[src/sv/scwap_pkg.sv]
// ----------------------------------------------------------------------------
// scwap_pkg: shared definitions for the six-channel weighted average filter
// Sizes, weights, reset values and the control bundle used by the lanes.
// ----------------------------------------------------------------------------
package scwap_pkg;

	// Filter geometry.
	localparam int TAPS         = 5;
	localparam int CHANNELS     = 6;
	localparam int ALL_CHANNELS = 6;
	localparam int SIDE_CHANNELS = 4;

	// Field and datapath widths.
	localparam int SMP_W      = 8;
	localparam int WEIGHT_SUM = (TAPS * (TAPS + 1)) / 2;
	localparam int SUM_MAX    = ((1 << SMP_W) - 1) * WEIGHT_SUM;
	localparam int SUM_W      = $clog2(SUM_MAX + 1);
	localparam int WGT_W      = $clog2(TAPS + 1);
	localparam int PROD_W     = 2 * SUM_W;

	// Reciprocal of the weight sum, scaled by 2^SUM_W. The estimate it gives
	// is low by at most one, so a single compare and increment corrects it.
	localparam int RECIP = (1 << SUM_W) / WEIGHT_SUM;

	// Reset values of the running maxima.
	localparam int PEAK_RESET_SIDE = 190;
	localparam int PEAK_RESET_DIAG = 0;

	// Configuration register map (word index).
	localparam int REG_PEAK_TRACKING = 0;
	localparam int PADDR_W = 3;

	typedef logic [SMP_W-1:0] sample_t;
	typedef logic [SUM_W-1:0] sum_t;
	typedef logic [WGT_W-1:0] weight_t;

	// Pipeline loads and mode bits handed from the top level to every lane.
	typedef struct packed {
		logic load_s1;
		logic load_s2;
		logic load_s3;
		logic peak_en;
	} lane_ctrl_t;

endpackage

[src/sv/scwap_if.sv]
// ----------------------------------------------------------------------------
// scwap_if: streaming channels of the weighted average filter
// Sample set channel and result channel, each with valid/ready handshake.
// ----------------------------------------------------------------------------
interface scwap_in_if;
	logic                 valid;
	logic                 ready;
	scwap_pkg::sample_t   outer_left_sample;
	scwap_pkg::sample_t   outer_right_sample;
	scwap_pkg::sample_t   inner_left_sample;
	scwap_pkg::sample_t   inner_right_sample;
	scwap_pkg::sample_t   diag_left_sample;
	scwap_pkg::sample_t   diag_right_sample;

	modport source (
		output valid, outer_left_sample, outer_right_sample, inner_left_sample,
		       inner_right_sample, diag_left_sample, diag_right_sample,
		input  ready
	);
	modport sink (
		input  valid, outer_left_sample, outer_right_sample, inner_left_sample,
		       inner_right_sample, diag_left_sample, diag_right_sample,
		output ready
	);
endinterface

interface scwap_out_if;
	logic                 valid;
	logic                 ready;
	scwap_pkg::sample_t   outer_left_avg;
	scwap_pkg::sample_t   outer_right_avg;
	scwap_pkg::sample_t   inner_left_avg;
	scwap_pkg::sample_t   inner_right_avg;
	scwap_pkg::sample_t   diag_left_avg;
	scwap_pkg::sample_t   diag_right_avg;
	scwap_pkg::sample_t   outer_left_peak;
	scwap_pkg::sample_t   outer_right_peak;
	scwap_pkg::sample_t   inner_left_peak;
	scwap_pkg::sample_t   inner_right_peak;
	scwap_pkg::sample_t   diag_left_peak;
	scwap_pkg::sample_t   diag_right_peak;

	modport source (
		output valid, outer_left_avg, outer_right_avg, inner_left_avg,
		       inner_right_avg, diag_left_avg, diag_right_avg, outer_left_peak,
		       outer_right_peak, inner_left_peak, inner_right_peak,
		       diag_left_peak, diag_right_peak,
		input  ready
	);
	modport sink (
		input  valid, outer_left_avg, outer_right_avg, inner_left_avg,
		       inner_right_avg, diag_left_avg, diag_right_avg, outer_left_peak,
		       outer_right_peak, inner_left_peak, inner_right_peak,
		       diag_left_peak, diag_right_peak,
		output ready
	);
endinterface

[src/sv/scwap_tap_cell.sv]
// ----------------------------------------------------------------------------
// scwap_tap_cell: one tap of the transposed-form weighted sum
// Holds a partial sum; on each accepted sample it adds its weighted copy of
// the sample to the partial sum of its older neighbor.
// ----------------------------------------------------------------------------
module scwap_tap_cell (
	input  logic               clk,
	input  logic               arst_n,
	input  logic               load,
	input  scwap_pkg::weight_t weight,
	input  scwap_pkg::sample_t sample,
	input  scwap_pkg::sum_t    p_in,
	output scwap_pkg::sum_t    p_out
);
	import scwap_pkg::*;

	sum_t p_q;

	// Partial sum; reset to zero so that unfilled history counts as zero.
	always_ff @(posedge clk or negedge arst_n) begin
		if (!arst_n) begin
			p_q <= '0;
		end else if (load) begin
			p_q <= sum_t'(weight) * sum_t'(sample) + p_in;
		end
	end

	assign p_out = p_q;

endmodule

[src/sv/scwap_lane.sv]
// ----------------------------------------------------------------------------
// scwap_lane: filter lane of one sensor channel
// A chain of tap cells forms the weighted sum, then a reciprocal multiply and
// a correction step divide by the weight sum, and the running peak follows.
// ----------------------------------------------------------------------------
module scwap_lane (
	input  logic                  clk,
	input  logic                  arst_n,
	input  scwap_pkg::lane_ctrl_t ctrl,
	input  scwap_pkg::sample_t    sample,
	input  scwap_pkg::sample_t    peak_rst,
	output scwap_pkg::sample_t    avg,
	output scwap_pkg::sample_t    peak
);
	import scwap_pkg::*;

	sum_t                p_chain [TAPS+1];
	sum_t                sum_s2;
	sample_t             q_s2;
	sample_t             avg_q;
	sample_t             peak_q;
	logic [PROD_W-1:0]   prod;
	sum_t                rem;
	sample_t             avg_next;

	// The oldest cell sees no older neighbor.
	assign p_chain[TAPS] = '0;

	// Cell k carries weight TAPS-k; cell 0 holds the full sum of the window.
	for (genvar k = 0; k < TAPS; k++) begin : g_tap
		scwap_tap_cell u_cell (
			.clk    (clk),
			.arst_n (arst_n),
			.load   (ctrl.load_s1),
			.weight (weight_t'(TAPS - k)),
			.sample (sample),
			.p_in   (p_chain[k+1]),
			.p_out  (p_chain[k])
		);
	end

	// Quotient estimate from the scaled reciprocal.
	assign prod = PROD_W'(p_chain[0]) * PROD_W'(RECIP);

	always_ff @(posedge clk) begin
		if (ctrl.load_s2) begin
			sum_s2 <= p_chain[0];
			q_s2   <= sample_t'(prod >> SUM_W);
		end
	end

	// Correction: the estimate is at most one below the true quotient.
	assign rem      = sum_s2 - sum_t'(q_s2) * sum_t'(WEIGHT_SUM);
	assign avg_next = (rem >= sum_t'(WEIGHT_SUM)) ? q_s2 + sample_t'(1) : q_s2;

	// Result register and running maximum.
	always_ff @(posedge clk or negedge arst_n) begin
		if (!arst_n) begin
			peak_q <= peak_rst;
		end else if (ctrl.load_s3 && ctrl.peak_en && (avg_next > peak_q)) begin
			peak_q <= avg_next;
		end
	end

	always_ff @(posedge clk) begin
		if (ctrl.load_s3) begin
			avg_q <= avg_next;
		end
	end

	assign avg  = avg_q;
	assign peak = peak_q;

endmodule

[src/sv/six_channel_weighted_average_peak.sv]
// ----------------------------------------------------------------------------
// six_channel_weighted_average_peak: six-lane weighted moving average with
// running peaks
// A result is registered in the tap cells, the quotient and the result stage.
// Throughput: one sample set per cycle unless the output stalls; the tap-cell
// chains and divide-by-constant pipelines take a new set in every such cycle.
// Reset clears the sample history, sets the outer and inner peaks to 190 and
// the diagonal peaks to 0, and enables peak tracking.
// ----------------------------------------------------------------------------
module six_channel_weighted_average_peak (
	input  logic                           clk,
	input  logic                           arst_n,
	scwap_in_if.sink                       in_ch,
	scwap_out_if.source                    out_ch,
	input  logic                           psel,
	input  logic                           penable,
	input  logic                           pwrite,
	input  logic [scwap_pkg::PADDR_W-1:0]  paddr,
	input  logic [31:0]                    pwdata,
	output logic [31:0]                    prdata,
	output logic                           pready
);
	import scwap_pkg::*;

	logic       tracking_q;
	logic       v_s1, v_s2, v_s3;
	logic       rdy1, rdy2, rdy3;
	logic       reg_sel;
	lane_ctrl_t ctrl;
	sample_t    samples [ALL_CHANNELS];
	sample_t    avgs    [ALL_CHANNELS];
	sample_t    peaks   [ALL_CHANNELS];

	// Configuration port: single register at word index zero.
	assign pready  = 1'b1;
	assign reg_sel = (paddr[PADDR_W-1:2] == 1'(REG_PEAK_TRACKING));
	assign prdata  = reg_sel ? {31'b0, tracking_q} : 32'b0;

	always_ff @(posedge clk or negedge arst_n) begin
		if (!arst_n) begin
			tracking_q <= 1'b1;
		end else if (psel && penable && pwrite && pready && reg_sel) begin
			tracking_q <= pwdata[0];
		end
	end

	// Stage handshake: a stage takes new data when it is empty or drains.
	assign rdy3 = !v_s3 || out_ch.ready;
	assign rdy2 = !v_s2 || rdy3;
	assign rdy1 = !v_s1 || rdy2;

	assign in_ch.ready  = rdy1;
	assign out_ch.valid = v_s3;

	always_ff @(posedge clk or negedge arst_n) begin
		if (!arst_n) begin
			v_s1 <= 1'b0;
			v_s2 <= 1'b0;
			v_s3 <= 1'b0;
		end else begin
			if (rdy1) v_s1 <= in_ch.valid;
			if (rdy2) v_s2 <= v_s1;
			if (rdy3) v_s3 <= v_s2;
		end
	end

	assign ctrl.load_s1 = in_ch.valid && rdy1;
	assign ctrl.load_s2 = v_s1 && rdy2;
	assign ctrl.load_s3 = v_s2 && rdy3;
	assign ctrl.peak_en = tracking_q;

	// Gather the sample fields in channel order.
	assign samples[0] = in_ch.outer_left_sample;
	assign samples[1] = in_ch.outer_right_sample;
	assign samples[2] = in_ch.inner_left_sample;
	assign samples[3] = in_ch.inner_right_sample;
	assign samples[4] = in_ch.diag_left_sample;
	assign samples[5] = in_ch.diag_right_sample;

	// One lane per configured channel; missing channels report zero.
	for (genvar c = 0; c < ALL_CHANNELS; c++) begin : g_lane
		if (c < CHANNELS) begin : g_on
			scwap_lane u_lane (
				.clk      (clk),
				.arst_n   (arst_n),
				.ctrl     (ctrl),
				.sample   (samples[c]),
				.peak_rst ((c < SIDE_CHANNELS) ? sample_t'(PEAK_RESET_SIDE)
				                               : sample_t'(PEAK_RESET_DIAG)),
				.avg      (avgs[c]),
				.peak     (peaks[c])
			);
		end else begin : g_off
			assign avgs[c]  = '0;
			assign peaks[c] = '0;
		end
	end

	// Scatter the results onto the output fields.
	assign out_ch.outer_left_avg   = avgs[0];
	assign out_ch.outer_right_avg  = avgs[1];
	assign out_ch.inner_left_avg   = avgs[2];
	assign out_ch.inner_right_avg  = avgs[3];
	assign out_ch.diag_left_avg    = avgs[4];
	assign out_ch.diag_right_avg   = avgs[5];
	assign out_ch.outer_left_peak  = peaks[0];
	assign out_ch.outer_right_peak = peaks[1];
	assign out_ch.inner_left_peak  = peaks[2];
	assign out_ch.inner_right_peak = peaks[3];
	assign out_ch.diag_left_peak   = peaks[4];
	assign out_ch.diag_right_peak  = peaks[5];

endmodule

[src/flat_wrapper.sv]
// flat-port wrapper written by rule: the top's interface ports become plain ports
module six_channel_weighted_average_peak_flat import scwap_pkg::*;
  (clk, arst_n, psel, penable, pwrite, paddr, pwdata, prdata, pready, in_ch_valid, in_ch_outer_left_sample, in_ch_outer_right_sample, in_ch_inner_left_sample, in_ch_inner_right_sample, in_ch_diag_left_sample, in_ch_diag_right_sample, in_ch_ready, out_ch_valid, out_ch_outer_left_avg, out_ch_outer_right_avg, out_ch_inner_left_avg, out_ch_inner_right_avg, out_ch_diag_left_avg, out_ch_diag_right_avg, out_ch_outer_left_peak, out_ch_outer_right_peak, out_ch_inner_left_peak, out_ch_inner_right_peak, out_ch_diag_left_peak, out_ch_diag_right_peak, out_ch_ready);
  scwap_in_if in_ch_i ();
  scwap_out_if out_ch_i ();
  input  logic clk;
  input  logic arst_n;
  input  logic psel;
  input  logic penable;
  input  logic pwrite;
  input  logic [scwap_pkg::PADDR_W-1:0] paddr;
  input  logic [31:0] pwdata;
  output logic [31:0] prdata;
  output logic pready;
  input wire logic [$bits(in_ch_i.valid)-1:0] in_ch_valid;
  input wire logic [$bits(in_ch_i.outer_left_sample)-1:0] in_ch_outer_left_sample;
  input wire logic [$bits(in_ch_i.outer_right_sample)-1:0] in_ch_outer_right_sample;
  input wire logic [$bits(in_ch_i.inner_left_sample)-1:0] in_ch_inner_left_sample;
  input wire logic [$bits(in_ch_i.inner_right_sample)-1:0] in_ch_inner_right_sample;
  input wire logic [$bits(in_ch_i.diag_left_sample)-1:0] in_ch_diag_left_sample;
  input wire logic [$bits(in_ch_i.diag_right_sample)-1:0] in_ch_diag_right_sample;
  output wire logic [$bits(in_ch_i.ready)-1:0] in_ch_ready;
  output wire logic [$bits(out_ch_i.valid)-1:0] out_ch_valid;
  output wire logic [$bits(out_ch_i.outer_left_avg)-1:0] out_ch_outer_left_avg;
  output wire logic [$bits(out_ch_i.outer_right_avg)-1:0] out_ch_outer_right_avg;
  output wire logic [$bits(out_ch_i.inner_left_avg)-1:0] out_ch_inner_left_avg;
  output wire logic [$bits(out_ch_i.inner_right_avg)-1:0] out_ch_inner_right_avg;
  output wire logic [$bits(out_ch_i.diag_left_avg)-1:0] out_ch_diag_left_avg;
  output wire logic [$bits(out_ch_i.diag_right_avg)-1:0] out_ch_diag_right_avg;
  output wire logic [$bits(out_ch_i.outer_left_peak)-1:0] out_ch_outer_left_peak;
  output wire logic [$bits(out_ch_i.outer_right_peak)-1:0] out_ch_outer_right_peak;
  output wire logic [$bits(out_ch_i.inner_left_peak)-1:0] out_ch_inner_left_peak;
  output wire logic [$bits(out_ch_i.inner_right_peak)-1:0] out_ch_inner_right_peak;
  output wire logic [$bits(out_ch_i.diag_left_peak)-1:0] out_ch_diag_left_peak;
  output wire logic [$bits(out_ch_i.diag_right_peak)-1:0] out_ch_diag_right_peak;
  input wire logic [$bits(out_ch_i.ready)-1:0] out_ch_ready;
  assign in_ch_i.valid = in_ch_valid;
  assign in_ch_i.outer_left_sample = in_ch_outer_left_sample;
  assign in_ch_i.outer_right_sample = in_ch_outer_right_sample;
  assign in_ch_i.inner_left_sample = in_ch_inner_left_sample;
  assign in_ch_i.inner_right_sample = in_ch_inner_right_sample;
  assign in_ch_i.diag_left_sample = in_ch_diag_left_sample;
  assign in_ch_i.diag_right_sample = in_ch_diag_right_sample;
  assign in_ch_ready = in_ch_i.ready;
  assign out_ch_valid = out_ch_i.valid;
  assign out_ch_outer_left_avg = out_ch_i.outer_left_avg;
  assign out_ch_outer_right_avg = out_ch_i.outer_right_avg;
  assign out_ch_inner_left_avg = out_ch_i.inner_left_avg;
  assign out_ch_inner_right_avg = out_ch_i.inner_right_avg;
  assign out_ch_diag_left_avg = out_ch_i.diag_left_avg;
  assign out_ch_diag_right_avg = out_ch_i.diag_right_avg;
  assign out_ch_outer_left_peak = out_ch_i.outer_left_peak;
  assign out_ch_outer_right_peak = out_ch_i.outer_right_peak;
  assign out_ch_inner_left_peak = out_ch_i.inner_left_peak;
  assign out_ch_inner_right_peak = out_ch_i.inner_right_peak;
  assign out_ch_diag_left_peak = out_ch_i.diag_left_peak;
  assign out_ch_diag_right_peak = out_ch_i.diag_right_peak;
  assign out_ch_i.ready = out_ch_ready;
  six_channel_weighted_average_peak u_core (.clk(clk), .arst_n(arst_n), .in_ch(in_ch_i), .out_ch(out_ch_i), .psel(psel), .penable(penable), .pwrite(pwrite), .paddr(paddr), .pwdata(pwdata), .prdata(prdata), .pready(pready));
endmodule
[config.mk]
export PLATFORM = sky130hd
export DESIGN_NAME = six_channel_weighted_average_peak_flat
export DESIGN_NICKNAME = d
export VERILOG_FILES = /design/src/sv/scwap_pkg.sv /design/src/sv/scwap_if.sv /design/src/sv/scwap_tap_cell.sv /design/src/sv/scwap_lane.sv /design/src/sv/six_channel_weighted_average_peak.sv /design/src/flat_wrapper.sv
export SDC_FILE = /design/constraint.sdc
export NUM_CORES = 2
export LEC_CHECK = 0
export BUFFER_PORTS_ARGS = -buffer_cell sky130_fd_sc_hd__buf_4
export CAP_MARGIN = 20
export CORE_MARGIN = 8
export CORE_UTILIZATION = 25
export DETAILED_ROUTE_END_ITERATION = 6
export SLEW_MARGIN = 20
export SYNTH_ARGS = -nofsm -noshare
export SYNTH_HDL_FRONTEND = slang
export SYNTH_SLANG_ARGS = --single-unit
[constraint.sdc]
create_clock -name clk -period 6.38 [get_ports clk]
set_clock_uncertainty 0.2 [all_clocks]
set_input_delay 0.638 -clock clk [delete_from_list [all_inputs] [get_ports clk]]
set_output_delay 0.638 -clock clk [all_outputs]
set_load 0.005 [all_outputs]
# Word-level counts from Yosys, hierarchy flattened
# Cells that the tools add are included.
[op_classes] n_addsub=36 multipliers=24 div=0 order_cmp=12 eq_ne=0 shift=0 mux=7 bitwise_logic=1 reduce_logical=19
[ops] op="adder 11 x 12 -> 12 bit" n=12
[ops] op="multiplier 12 x 9 -> 20 bit, second input constant" n=6
[ops] op="adder 10 x 12 -> 12 bit" n=6
[ops] op="greater-or-equal comparator 12 x 4 -> 1 bit, second input constant" n=6
[ops] op="multiplier 8 x 4 -> 12 bit, second input constant" n=6
[ops] op="subtractor 12 bit" n=6
[ops] op="multiplier 3 x 8 -> 11 bit, first input constant" n=6
[ops] op="adder 9 x 8 -> 10 bit" n=6
[ops] op="multiplier 2 x 8 -> 10 bit, first input constant" n=6
[ops] op="adder 8 x 1 -> 8 bit, second input constant" n=6
[ops] op="> comparator 8 bit" n=6
[ops] op="two-way mux 8 bit" n=6
[ops] op="logical AND 1 bit" n=13
[ops] op="zero test 1 bit" n=3
[ops] op="logical OR 1 bit" n=3
[ops] op="two-way mux 1 bit" n=1
[ops] op="inverter 1 bit" n=1
[word_totals] ff_bits=556 latchBits=0 ram_bits=0 rom_bits=0 output_inout_bits=131 wordCells=157 n_memories=0

# Longest topological paths before layout
[logic_depth] ltp_word=6 mapped_depth=26 mapped_depth_nobuf=24

# Worst setup path after synthesis
# OpenSTA, ideal clock, no wires.
[synth_path] path_type="register to register" start="reg u_core.g_lane[4].g_on.u_lane.q_s2[5]" end="reg u_core.g_lane[4].g_on.u_lane.peak_q[0]" setup_time_ns=0.125 t_arrival_ns=6.095 required_time_ns=6.055 slack_ns=-0.039 stages_incl_launch_ff=20 n_path_buf=0 synth_period_minus_slack_ns=6.419 cell_sequence="edfxtp_1 > inv_1 > fa_1 > inv_1 > fa_1 > fa_1 > inv_1 > ha_1 > a21o_1 > a21o_1 > a221o_1 > or3_4 > a211oi_4 > a311oi_1 > and2_1 > xnor2_1 > ha_1 > nand3_1 > o311ai_1 > mux2_2"
[synth_between] elab_chain_len=6 elab_cells_between_ends=7 classes_between="add/sub (2); mul (1); order compare (2); mux (1); reduce/logical (1)"
[synth_rtl] item="start: declaration" line_no="scwap_lane.sv:19" rtl="sample_t q_s2;"
[synth_rtl] item="start signal: assignment" line_no="scwap_lane.sv:48" rtl="q_s2 <= sample_t'(prod >> SUM_W);"
[synth_rtl] item="multiplier 8 x 4 -> 12 bit" line_no="scwap_lane.sv:53" rtl="assign rem = sum_s2 - sum_t'(q_s2) * sum_t'(WEIGHT_SUM);"
[synth_rtl] item="subtractor 12 bit" line_no="scwap_lane.sv:53"
[synth_rtl] item="greater-or-equal comparator 12 x 4 -> 1 bit" line_no="scwap_lane.sv:54" rtl="assign avg_next = (rem >= sum_t'(WEIGHT_SUM)) ? q_s2 + sample_t'(1) : q_s2;"
[synth_rtl] item="two-way mux 8 bit (*)" line_no="scwap_lane.sv:54"
[synth_rtl] item="net u_core.g_lane[4].g_on.u_lane.avg_next[7]" line_no="scwap_lane.sv:24" rtl="sample_t avg_next;"
[synth_rtl] item="> comparator 8 bit (*)" line_no="scwap_lane.sv:60" rtl="end else if (ctrl.load_s3 && ctrl.peak_en && (avg_next > peak_q)) begin"
[synth_rtl] item="logical AND 1 bit (*)" line_no="scwap_lane.sv:60"
[synth_rtl] item="end signal: assignment" line_no="scwap_lane.sv:59" rtl="peak_q <= peak_rst;"
[synth_rtl] item="end signal: assignment" line_no="scwap_lane.sv:61" rtl="peak_q <= avg_next;"
[synth_rtl] item="end: declaration" line_no="scwap_lane.sv:21" rtl="sample_t peak_q;"
# The timed path passes the listed nets; every way through them passes the cells marked *.
# A chain may end at the register's enable or synchronous reset.

# Final worst setup path
[layout_path] start="reg u_core.g_lane[4].g_on.u_lane.q_s2[3]" end="reg u_core.g_lane[4].g_on.u_lane.peak_q[0]"
[layout_between] elab_chain_len=6 elab_cells_between_ends=7 classes_between="add/sub (2); mul (1); order compare (2); mux (1); reduce/logical (1)"
[layout_rtl] item="multiplier 8 x 4 -> 12 bit" line_no="scwap_lane.sv:53"
[layout_rtl] item="subtractor 12 bit" line_no="scwap_lane.sv:53"
[layout_rtl] item="greater-or-equal comparator 12 x 4 -> 1 bit" line_no="scwap_lane.sv:54"
[layout_rtl] item="two-way mux 8 bit" line_no="scwap_lane.sv:54"
[layout_rtl] item="net u_core.g_lane[4].g_on.u_lane.avg_next[2]" line_no="scwap_lane.sv:24"
[layout_rtl] item="> comparator 8 bit" line_no="scwap_lane.sv:60"
[layout_rtl] item="logical AND 1 bit" line_no="scwap_lane.sv:60"
# The timed path passes the listed nets, and every way through them passes these cells.

==> metrics.yaml <==
status: "finished clean"
initial_core_util_pct: 25.2
finalSetupViolCount: 0
setup_tns_ps: 0
totalWireLength_um: 96800
die_w_um: 443
drt-initial-drc-count: 1252
fillers: 18600
cp_slowest_stage_delay_ps: 530
wire_per_inst_um: 13.1
synthAdderAreaFrac_pct: 30.1
cp.arrival_ps: 6580
synth-simple-area-share_pct: 9.56
synth-main-ff-cell: "dfrtp_1"
synthCells: 4697
holdCritPathClass: "input port to flop"
synth_xor_area_share_pct: 6.05
port_buffers: 155
synth_edf_count: 168
cts_max_path_buffers: 3
crit_required_ps: 6750
fin_nets: 6040
rows: 156
synth-compound-area-share_pct: 13.6
overflow: 0
final_common_cell: "inv_1"
worstMarginPinSlew_ps: 921
finalHoldViolCount: 0
post-route-drc-count: 0
place_hpwl_um: 73700
drt_first_pass_iters: 5
gp_congestion: 0.808
cts_tree: "yes"
slew_viol_final: 0
synth_top_family_by_area: "adder cells"
synth.avg_cell_area_sq_um: 9.70
ant_nets: 0
synth_seq_cells: 538
grt_pass1_vias: 33200
cp_cell_sequence: "inv_2, buf_4, buf_4, fa_1, inv_1, fa_1, fa_1, inv_1, ha_2, a21o_1, a221o_1, or3_4, a211oi_4, a31oi_1, xnor2_1, ha_1, a21o_1, a211o_1, a21oi_2, o21ai_2, o311ai_4, mux2_2"
cts_max_level: 3
critPathCaptureType: "flop"
clk_pin_slew_ps: 60
grt_pass1_wl_um: 163000
slew_headroom_pct: 38.6
synth.distinct_cells: 84
grt_antenna_before_repair: 10
worst-setup-path-type: "flop to flop"
cts_root_buf: "clkbuf_16"
syn_area_sq_um: 45600
die-area_sq_um: 196000
cts_buffers: 71
num_vias: 32100
final_cell_mix: "inv_1 (754), ha_1 (747), nand2_1 (531)"
synth_warnings: 0
synth_top_area_share_pct: 20.9
period_needed_ps: 6210
slowest_stage: "fa_1"
clock_sinks: 538
period_share_pct: 97.3
viasPerCell: 4.33
start_kind: "flop"
crit_top_cell: "fa_1"
ioPinCount: 221
grt_max_degree: 193
fmax_mhz: 161
yosys-mux-area-fraction_pct: 1.66
core_region_area_sq_um: 181000
seq_area_frac_synth_pct: 31.5
critPathMaxFanout: 6
finish.instance_area_sq_um: 53400
drive_gt1_share_pct: 11.9
async_flop_share_pct: 68.8
maxCapViolCount: 0
area_growth_syn_to_layout_pct: 17.2
die_h_um: 443
clk_latency_ps: 680
track_usage_pct: 9.76
yosysTopAreaCell: "ha_1"
synth_area_leaders: "ha_1 (21%), dfrtp_1 (19%), edfxtp_1 (11%)"
dpl_cell_area_sq_um: 50000
[cell type report]
| cell class | count | area [sq um] | share of cell area [%] |
|---|---|---|---|
| sequential | 538 | 14300 | 26.8 |
| inverter | 770 | 2890 | 5.42 |
| tap | 2370 | 2970 | 5.55 |
| antenna | 2 | 5.00 | 0.00937 |
| multi-input combinational | 3305 | 28400 | 53.2 |
| timing repair buffer | 292 | 2310 | 4.33 |
| clock inverter | 39 | 541 | 1.01 |
| clock buffer | 90 | 1950 | 3.65 |
[cells in the mapped netlist, types with 74 or more instances]
master	n
inv_1	770
ha_1	762
nand2_1	532
dfrtp_1	345
o21ai_0	273
xnor2_1	243
a21oi_1	220
fa_1	210
edfxtp_1	168
nor2_1	112
a21o_1	103
o21bai_1	90
clkbuf_1	74
[layer usage]
layer	wire length (um)	GRT usage (%)	vias up
met5	13	0	-
met4	1970	2.71	2
met3	3200	1.71	139
met2	46400	17.1	311
met1	45300	12.4	15200
li1	-	-	16400
[logic make-up after synthesis]
| group | Yosys count |
|---|---|
| xor+xnor | 315 |
| other cells | 2 |
| flops | 538 |
| mux | 68 |
| simple gates | 962 |
| buf+inv | 885 |
| compound gates | 955 |
| fa+ha+maj | 972 |
[stage by stage]
stage	hold WS (ps)	worst slack (ps)	util [%]	cells
after floorplan	142	90.5	-	4727
after global placement	248	-127	27.7	7231
after detailed placement	252	-208	27.7	7231
after CTS	0.418	0.810	29.2	7383
after global routing	32.6	-84.1	29.5	7405
final	78.1	175	29.5	7406
[worst paths after layout]
check,from,endpoint,slack (ps),depth (start not counted)
worst max-delay path,u_core.g_lane[4].g_on.u_lane.q_s2[3],u_core.g_lane[4].g_on.u_lane.peak[0],170,22
min in group asynchronous,arst_n,u_core.g_lane[4].g_on.u_lane.peak[7],300,2
max in group asynchronous,arst_n,u_core.g_lane[5].g_on.u_lane.peak[2],4280,3
worst min-delay path,in_ch_diag_right_sample[0],flop,80,3
worst max register to register,u_core.g_lane[4].g_on.u_lane.q_s2[3],u_core.g_lane[4].g_on.u_lane.peak[0],170,22
worst min register to register,flop,flop,240,2
[worst max-delay path, delay by kind of cell, from the launching register on]
family,cells,cell delay (ps)
fa+ha+maj,5,2080
compound gates,9,1940
buf+inv,5,430
simple gates,1,390
mux,1,390
flops,1,360
xor+xnor,1,310
[what timing repair did]
action                     4_1_cts  5_1_grt
cloned                           0        1
setup endpoints to repair       32       48
gates resized for setup          7       90
hold endpoints to repair        89        0
hold buffers                    21        0
setup buffers                    2       20
pin swaps                        2       44
[flip-flops by register name, indices dropped and copies added, names as in the netlist]
| register | cells |
|---|---|
| u_core.v_s2 | 1 |
| u_core.out_ch.valid | 1 |
| u_core.g_lane.g_on.u_lane.g_tap.u_cell.p_out | 318 |
| u_core.g_lane.g_on.u_lane.peak | 48 |
| u_core.g_lane.g_on.u_lane.avg | 48 |
| u_core.tracking_q | 1 |
| u_core.g_lane.g_on.u_lane.q_s2 | 48 |
| u_core.g_lane.g_on.u_lane.sum_s2 | 72 |
| u_core.v_s1 | 1 |
Power is not shown: default switching activity piles up to over one toggle a cycle in this logic, so the estimate is an artifact.
